### src/design/ffa_pkg.sv
// Shared types, constants and codes of the first-fit heap allocator.
package ffa_pkg;

  // Default sizing of the heap
  localparam int MAX_BLOCKS_DEF = 8;
  localparam int MAX_FREE_DEF   = 32;

  // Field widths
  localparam int SZ_W  = 33;
  localparam int OFF_W = 32;

  // Configuration reset values and the alignment used when both are zero
  localparam logic [SZ_W-1:0] BLOCK_SIZE_RST = 33'd67108864;
  localparam logic [SZ_W-1:0] DEF_ALIGN_RST  = 33'd256;
  localparam logic [SZ_W-1:0] FALLBACK_ALIGN = 33'd256;

  // Configuration register indexes (selected by paddr bit 3)
  localparam logic REG_BLOCK_SIZE = 1'b0;
  localparam logic REG_DEF_ALIGN  = 1'b1;

  // Commands
  localparam logic CMD_ALLOC = 1'b0;
  localparam logic CMD_FREE  = 1'b1;

  // Result status codes
  localparam logic [2:0] STAT_OK       = 3'd0;
  localparam logic [2:0] STAT_ZERO     = 3'd1;
  localparam logic [2:0] STAT_NOBLOCK  = 3'd2;
  localparam logic [2:0] STAT_TOOLARGE = 3'd3;
  localparam logic [2:0] STAT_FULL     = 3'd4;
  localparam logic [2:0] STAT_BADINDEX = 3'd5;

  // Remainder unit: one quotient bit per cycle
  localparam int DIV_STEPS = SZ_W;
  localparam int DIV_CW    = $clog2(DIV_STEPS);

  typedef struct packed {
    logic            start;
    logic [SZ_W-1:0] dividend;
    logic [SZ_W-1:0] divisor;
  } ffa_div_req_t;

  // Sequencer states
  typedef enum logic [3:0] {
    S_IDLE,
    S_SCAN,
    S_LOOK,
    S_DIV,
    S_FIT,
    S_DROP,
    S_DROPW,
    S_UP,
    S_UPW,
    S_TAIL,
    S_DONE
  } ffa_state_e;

endpackage

### src/design/ffa_rem_div.sv
// Restoring remainder unit: one dividend bit per cycle.
module ffa_rem_div (
  input  logic                      clk_i,
  input  logic                      rst_ni,
  input  ffa_pkg::ffa_div_req_t     req_i,
  output logic                      done_o,
  output logic [ffa_pkg::SZ_W-1:0]  rem_o
);
  import ffa_pkg::*;

  logic              busy_q, busy_d;
  logic              done_q, done_d;
  logic [DIV_CW-1:0] step_q, step_d;
  logic [SZ_W-1:0]   rem_q, rem_d;
  logic [SZ_W-1:0]   dvd_q, dvd_d;
  logic [SZ_W-1:0]   dvs_q, dvs_d;
  logic [SZ_W:0]     trial;

  // Shift in the next dividend bit and subtract when it fits
  always_comb begin
    busy_d = busy_q;
    done_d = 1'b0;
    step_d = step_q;
    rem_d  = rem_q;
    dvd_d  = dvd_q;
    dvs_d  = dvs_q;
    trial  = {rem_q, dvd_q[SZ_W-1]};
    if (req_i.start) begin
      busy_d = 1'b1;
      step_d = '0;
      rem_d  = '0;
      dvd_d  = req_i.dividend;
      dvs_d  = req_i.divisor;
    end else if (busy_q) begin
      if (trial >= {1'b0, dvs_q}) begin
        rem_d = SZ_W'(trial - {1'b0, dvs_q});
      end else begin
        rem_d = trial[SZ_W-1:0];
      end
      dvd_d  = {dvd_q[SZ_W-2:0], 1'b0};
      step_d = step_q + 1'b1;
      if (step_q == DIV_CW'(DIV_STEPS - 1)) begin
        busy_d = 1'b0;
        done_d = 1'b1;
      end
    end
  end

  always_ff @(posedge clk_i or negedge rst_ni) begin
    if (!rst_ni) begin
      busy_q <= 1'b0;
      done_q <= 1'b0;
      step_q <= '0;
    end else begin
      busy_q <= busy_d;
      done_q <= done_d;
      step_q <= step_d;
    end
  end

  always_ff @(posedge clk_i) begin
    rem_q <= rem_d;
    dvd_q <= dvd_d;
    dvs_q <= dvs_d;
  end

  assign done_o = done_q;
  assign rem_o  = rem_q;

endmodule

### config.mk
export PLATFORM = sky130hd
export DESIGN_NAME = ffa_rem_div
export DESIGN_NICKNAME = d
export VERILOG_FILES = /design/src/design/ffa_pkg.sv /design/src/design/ffa_rem_div.sv
export SDC_FILE = /design/constraint.sdc
export NUM_CORES = 1
export LEC_CHECK = 0
export ABC_AREA = 1
export ABC_CLOCK_PERIOD_IN_PS = 2100
export BUFFER_PORTS_ARGS = -buffer_cell sky130_fd_sc_hd__buf_2
export CAP_MARGIN = 30
export CELL_PAD_IN_SITES_DETAIL_PLACEMENT = 1
export CELL_PAD_IN_SITES_GLOBAL_PLACEMENT = 2
export CORE_ASPECT_RATIO = 1.1
export CORE_UTILIZATION = 29
export CTS_CLUSTER_SIZE = 16
export DETAILED_ROUTE_END_ITERATION = 6
export PLACE_DENSITY_LB_ADDON = 0.1
export SETUP_SLACK_MARGIN = 0.05
export SYNTH_ARGS = -nofsm -noshare
export SYNTH_HDL_FRONTEND = slang
export SYNTH_SLANG_ARGS = --single-unit
### constraint.sdc
create_clock -name clk_i -period 2.1 [get_ports clk_i]
set_input_delay 0.21 -clock clk_i [delete_from_list [all_inputs] [get_ports clk_i]]
set_output_delay 0.21 -clock clk_i [all_outputs]
set_load 0.005 [all_outputs]
==> impl_metrics.py, run 1 <==
metrics = {
    "synthesis": {
        "syn_nets": 1155,
        "avgSynthCellArea_um2": 6.75,
        "synth_seq_area_share_pct": 40.1,
        "synth_most_common_cell": "nand2_1",
        "synth_area_leader_cell": "edfxtp_1",
        "ys_types": 32,
        "yosysWarnings": 0,
        "synth_ff_type": "edfxtp_1",
        "syn_area_um2": 7090,
        "synthDominantCellAreaShare_pct": 28.0,
        "synth_common_cells": "459 x nand2_1, 203 x inv_1, 91 x nand3_1, 66 x edfxtp_1, 47 x nor2_1",
        "synth_area_leaders": "edfxtp_1 28%, nand2_1 24%, inv_1 11%",
        "synthCells": 1050,
        "async_flop_share_pct": 7.48,
        "ys_ff_latch": 107,
        "synth_edf_count": 66,
    },
    "timing": {
        "period_share_pct": 108,
        "tightest_slew_ns": 0.493,
        "setup_violations": 33,
        "whs_ns": 0.0198,
        "hold_viol": 0,
        "setup_slack_ns": -0.159,
        "fmax_mhz": 443,
        "fin_skew_ns": 0.0173,
        "max-slew-margin-rel_pct": 67.2,
        "finalSetupTns_ns": -3.94,
        "finalCriticalPeriod_ns": 2.26,
        "drv_slew": 0,
        "rsz0062_at_grt": "true",
    },
    "grt": {
        "first_global_vias": 7028,
        "grt_max_degree": 60,
        "grt-ovfl-total": 0,
        "track_usage_pct": 18.2,
        "antenna_found_initial": 0,
        "grt_pass1_wl_mm": 35.7,
    },
    "route": {
        "drt_iter0_drc": 168,
        "wire_per_inst_um": 14.6,
        "drc_errors": 0,
        "firstDrtPassIters": 7,
        "post_drt_via_cell_ratio": 4.41,
        "routed_wl_mm": 22.7,
        "ant_nets": 0,
        "num_vias": 6877,
    },
    "worst_setup_path": {
        "crit_fanout": 6,
        "crit_path_end_kind": "flop",
        "cpPeakStageDelay_ns": 0.38,
        "arrival_ns": 2.57,
        "critPathMostFrequentCell": "nand2_2",
        "startpoint_type": "flop",
        "crit_required_ns": 2.41,
        "reg2reg_from": "dvd_q[32]",
        "slowest_stage": "edfxtp_1",
        "cp-startpoint": "dvd_q[32]",
        "critical_path.cell_chain": "inv_2 -> ha_4 -> inv_4 -> fa_2 -> nand2_2 -> nand2_2 -> nand3_2 -> nand2_2 -> nand2_2 -> nand2_2 -> nand2_2 -> nand2_4 -> nand2_8 -> nand2_8 -> clkbuf_16 -> nand2_1 -> nand3_2 -> nand2_1",
        "worstSetupPathType": "reg -> reg",
    },
    "clocking": {
        "cts_root_buffer": "clkbuf_16",
        "clkTransAtPathRegs_ns": 0.09,
        "clockBufferDepth": 2,
        "worstSkewPairLatency_ns": 0.37,
        "cts_max_level": 3,
        "tritoncts": "built",
        "cts_buffers": 9,
        "clock_sinks": 107,
    },
    "min_path": {
        "hold_class": "in -> reg",
        "holdCritStartpoint": "req_i[31]",
    },
    "power_and_ir_drop": {
        "power_mw": 13.4,
        "power.leakage_nw": 5.17,
        "vdd_drop_max_uv": 556,
        "p_per_area_nw_per_um2": 1420,
    },
    "cells_and_area": {
        "area_growth_pct": 33.6,
        "layout.nets": 1354,
        "layout-drive-gt1-share_pct": 21.9,
        "stdcell_count": 1559,
        "diodes": 0,
        "fin_area_um2": 9470,
        "postLayoutCoreUtil_pct": 39.7,
    },
    "outcome": {
        "violations": "negative setup slack",
        "status": "finished with violations",
    },
    "place": {
        "post_dp_cell_area_um2": 8500,
        "dp_hpwl_mm": 17.0,
        "io_buffers": 102,
        "placed_cells": 1510,
        "dp_slack_ns": -0.195,
        "gp_congestion": 0.815,
    },
    "die": {
        "coreArea_um2": 23800,
        "die_h_um": 166,
        "start_util_pct": 29.7,
        "core.rowCount": 59,
        "die_w_um": 151,
        "io_pins": 103,
        "dieArea_um2": 25100,
    },
    "flow_run": {
        "max_cap_violations": 0,
    },
}
[timing repair]
action,4_1_cts,5_1_grt
endpoints found under the hold margin,25,5
cloned,0,5
endpoints found under the setup margin,33,33
resized for setup,9,57
pin swaps,0,22
hold buffers,18,5
buffers inserted,0,5
[state kept, by name (all words and copies together) (netlist names)]
register / flops
dvs_q: 33
done_o: 1
step_q: 6
busy_q: 1
dvd_q: 33
rem_o: 33
[worst max-delay path, delay by kind of cell, from the launching register on]
family        cells  cell delay [ns]
simple gates     13             1.02
fa+ha+maj         2             0.50
flops             1             0.38
buf+inv           3             0.31
[where the power goes]
group / switching, mW / leakage, nW / total [mW] / internal (mW)
Sequential: 0.326 / 1.06 / 3.04 / 2.71
Clock: 0.967 / 0.163 / 1.96 / 0.989
Combinational: 4.73 / 3.95 / 8.43 / 3.70
Total: 6.03 / 5.17 / 13.4 / 7.40
[final cells by class]
type | instances | area [um2]
fill | 3095 | 14400
sequential | 107 | 2840
clock buffer | 9 | 225
timing repair buffer | 210 | 1540
clock inverter | 7 | 108
inverter | 206 | 776
multi-input combinational | 715 | 3590
tap | 305 | 382
[path summary, 6_finish.rpt]
check | to | slack (ns) | depth (start not counted)
worst max-delay path | rem_o[0] | -0.16 | 18
worst min-delay path | dvs_q[31] | 0.02 | 1
worst max register to register | rem_o[0] | -0.16 | 18
worst min register to register | step_q[5] | 0.48 | 1
max in group asynchronous | step_q[3] | 1.72 | 2
min in group asynchronous | step_q[1] | 0.20 | 2
[cells in the final DEF (no fill, tap or decap), types with 3 or more instances in the layout]
cell type	n
edfxtp_1	66
inv_8	4
ha_1	27
dfrtp_1	8
buf_4	71
ha_2	4
buf_2	102
buf_12	6
nand3_1	85
nor3_1	7
nand4_1	4
nand3b_1	6
dlygate4sd3_1	23
o21ai_0	3
ha_4	4
dfxtp_1	32
buf_6	3
nand3_2	7
and2_1	6
xnor2_1	13
a21oi_1	23
nor2_1	39
inv_1	201
clkbuf_16	13
nor2_2	9
nand2_1	430
nand2_2	31
[per-layer routing]
layer | global-route usage, % | wire length [um] | up-vias
li1 | - | - | 3591
met1 | 23.4 | 10500 | 3167
met2 | 31.6 | 11300 | 101
met3 | 2.97 | 657 | 18
met4 | 4.26 | 318 | 0
met5 | 0 | 0 | -
[cell families (layout without fill, tap and decap cells)]
group	after synthesis	after routing	synth area share (%)
buf+inv	228	432	12.5
compound gates	29	29	2.28
flops	107	107	40.1
simple gates	635	635	36.8
fa+ha+maj	36	36	6.46
xor+xnor	15	15	1.85
Power figures use the tool's default switching activity.
==> inputs of run 2 (changes only) <==
--- a/config.mk
+++ b/config.mk
@@ -13,9 +13,11 @@
 export CELL_PAD_IN_SITES_GLOBAL_PLACEMENT = 2
 export CORE_ASPECT_RATIO = 1.1
 export CORE_UTILIZATION = 29
+export CTS_CLUSTER_DIAMETER = 30
 export CTS_CLUSTER_SIZE = 16
 export DETAILED_ROUTE_END_ITERATION = 6
 export PLACE_DENSITY_LB_ADDON = 0.1
+export RECOVER_POWER = 50
 export SETUP_SLACK_MARGIN = 0.05
 export SYNTH_ARGS = -nofsm -noshare
 export SYNTH_HDL_FRONTEND = slang
==> impl_metrics.py, run 2 (synthesized netlist as in run 1, its figures left out) <==
metrics = {
    "power_and_ir_drop": {
        "p_clk_share_pct": 14.6,
        "power_frac_comb_pct": 62.8,
        "p_per_area_nw_per_um2": 1420,
        "power_mw": 13.4,
        "vdd_drop_max_uv": 557,
        "power.leakage_nw": 5.17,
        "internal_power_mw": 7.40,
        "switchingPower_mw": 6.02,
        "switching_share_pct": 44.9,
        "seqPwrFrac_pct": 22.6,
    },
    "cells_and_area": {
        "area_growth_pct": 33.5,
        "postLayoutCoreUtil_pct": 39.7,
        "layout-drive-gt1-share_pct": 21.7,
        "layout.nets": 1354,
        "seq_area_um2": 2840,
        "diodes": 0,
        "fin_area_um2": 9470,
        "stdcell_count": 1559,
        "fill_cells": 3096,
        "multi_input_comb_area_um2": 3590,
        "final_cell_mix": "430 x nand2_1, 201 x inv_1, 101 x buf_2",
        "final_common_cell": "nand2_1",
    },
    "worst_setup_path": {
        "reg2reg_depth": 18,
        "crit_fanout": 6,
        "startpoint_type": "flop",
        "arrival_ns": 2.57,
        "worstSetupPathType": "reg -> reg",
        "crit_path_end_kind": "flop",
        "crit_required_ns": 2.41,
    },
    "grt": {
        "track_usage_pct": 18.2,
        "grt_max_degree": 60,
        "antenna_found_initial": 0,
        "grt-ovfl-total": 0,
        "grt_pass1_wl_mm": 35.7,
        "first_global_vias": 7028,
    },
    "route": {
        "post_drt_via_cell_ratio": 4.41,
        "ant_nets": 0,
        "routed_wl_mm": 22.7,
        "drc_errors": 0,
        "firstDrtPassIters": 6,
        "drt_iter0_drc": 174,
        "wire_per_inst_um": 14.6,
        "num_vias": 6876,
    },
    "timing": {
        "max-slew-margin-rel_pct": 54.2,
        "setup_slack_ns": -0.159,
        "hold_viol": 0,
        "setup_violations": 33,
        "fmax_mhz": 443,
        "rsz0062_at_grt": "true",
        "period_share_pct": 108,
        "drv_slew": 0,
        "tightest_slew_ns": 0.688,
        "finalCriticalPeriod_ns": 2.26,
        "whs_ns": 0.0199,
        "fin_skew_ns": 0.0172,
    },
    "die": {
        "core.rowCount": 59,
        "coreArea_um2": 23800,
        "die_w_um": 151,
        "dieArea_um2": 25100,
        "start_util_pct": 29.7,
        "die_h_um": 166,
        "io_pins": 103,
    },
    "clocking": {
        "cts_buffers": 9,
        "cts_root_buffer": "clkbuf_16",
        "clkTransAtPathRegs_ns": 0.09,
        "clockBufferDepth": 2,
        "worstSkewPairLatency_ns": 0.37,
        "clock_sinks": 107,
        "tritoncts": "built",
        "cts_max_level": 3,
    },
    "outcome": {
        "status": "finished with violations",
        "violations": "negative setup slack",
    },
    "place": {
        "gp_congestion": 0.815,
        "dp_hpwl_mm": 17.0,
        "placed_cells": 1510,
        "post_dp_cell_area_um2": 8500,
        "io_buffers": 102,
    },
    "min_path": {
        "hold-path-cell-count": 1,
        "hold_class": "in -> reg",
    },
    "flow_run": {
        "max_cap_violations": 0,
    },
}
-- run 2: changes by cell type in the layout (fill, tap and decap cells not counted), sizes merged --
cell	previous run	this run
buf	183	181
clkbuf	13	15
-- run 2: critical path, stage by stage, from the launching register on --
cell and delay [ns]:
edfxtp_1 0.38, inv_2 0.09, ha_4 0.14, inv_4 0.04, fa_2 0.36, nand2_2 0.08, nand2_2 0.07, nand3_2 0.07
nand2_2 0.07, nand2_2 0.06, nand2_2 0.06, nand2_2 0.09, nand2_4 0.08, nand2_8 0.11, nand2_8 0.11, clkbuf_16 0.18
nand2_1 0.07, nand3_2 0.06, nand2_1 0.09
-- run 2: timing repair --
item                                    4_1_cts  5_1_grt
endpoints found under the setup margin       33       33
hold buffers                                 18        5
gates resized for setup                       9       57
cloned                                        0        5
pin swaps                                     0       22
endpoints found under the hold margin        25        5
setup buffers                                 0        5
-- run 2: through the flow --
step	TNS (ns)	setup slack, ns
2_1_floorplan	0	0.0621
3_3_place_gp	-2.22	-0.138
3_5_place_dp	-3.27	-0.195
4_1_cts	-2.79	-0.110
5_1_grt	-9.17	-0.302
6_report	-3.98	-0.159
-- run 2: final cells by class --
type	instances	area share, %
Clock buffer	9	2.38
Timing Repair Buffer	210	16.3
Sequential cell	107	30.0
Multi-Input combinational cell	715	38.0
Tap cell	305	4.03
Inverter	206	8.20
Clock inverter	7	1.14
-- run 2: power by group through the flow --
stage / Combinational [mW] / Clock [mW] / Sequential [mW]
global placement: 7.33 / 0 / 3.06
global route: 9.49 / 2.14 / 3.11
detailed placement: 7.38 / 0 / 3.07
finish: 8.43 / 1.96 / 3.03
CTS: 7.49 / 2.05 / 3.03
floorplan: 4.37 / 0 / 3.10
-- run 2: final timing paths --
path,slack (ns),endpoint,startpoint
min in group asynchronous,0.29,step_q[1],rst_ni
max in group asynchronous,1.49,step_q[3],rst_ni
hold / removal,0.02,dvs_q[31],req_i[31]
hold reg to reg,0.49,step_q[5],step_q[5]
setup / recovery,-0.16,rem_o[0],dvd_q[32]
setup reg to reg,-0.16,rem_o[0],dvd_q[32]
-- run 2: metal layers --
layer	global-route usage [%]	routed length (um)
met5	0	0
met1	23.4	10400
met4	4.26	315
met3	2.97	696
met2	31.6	11300
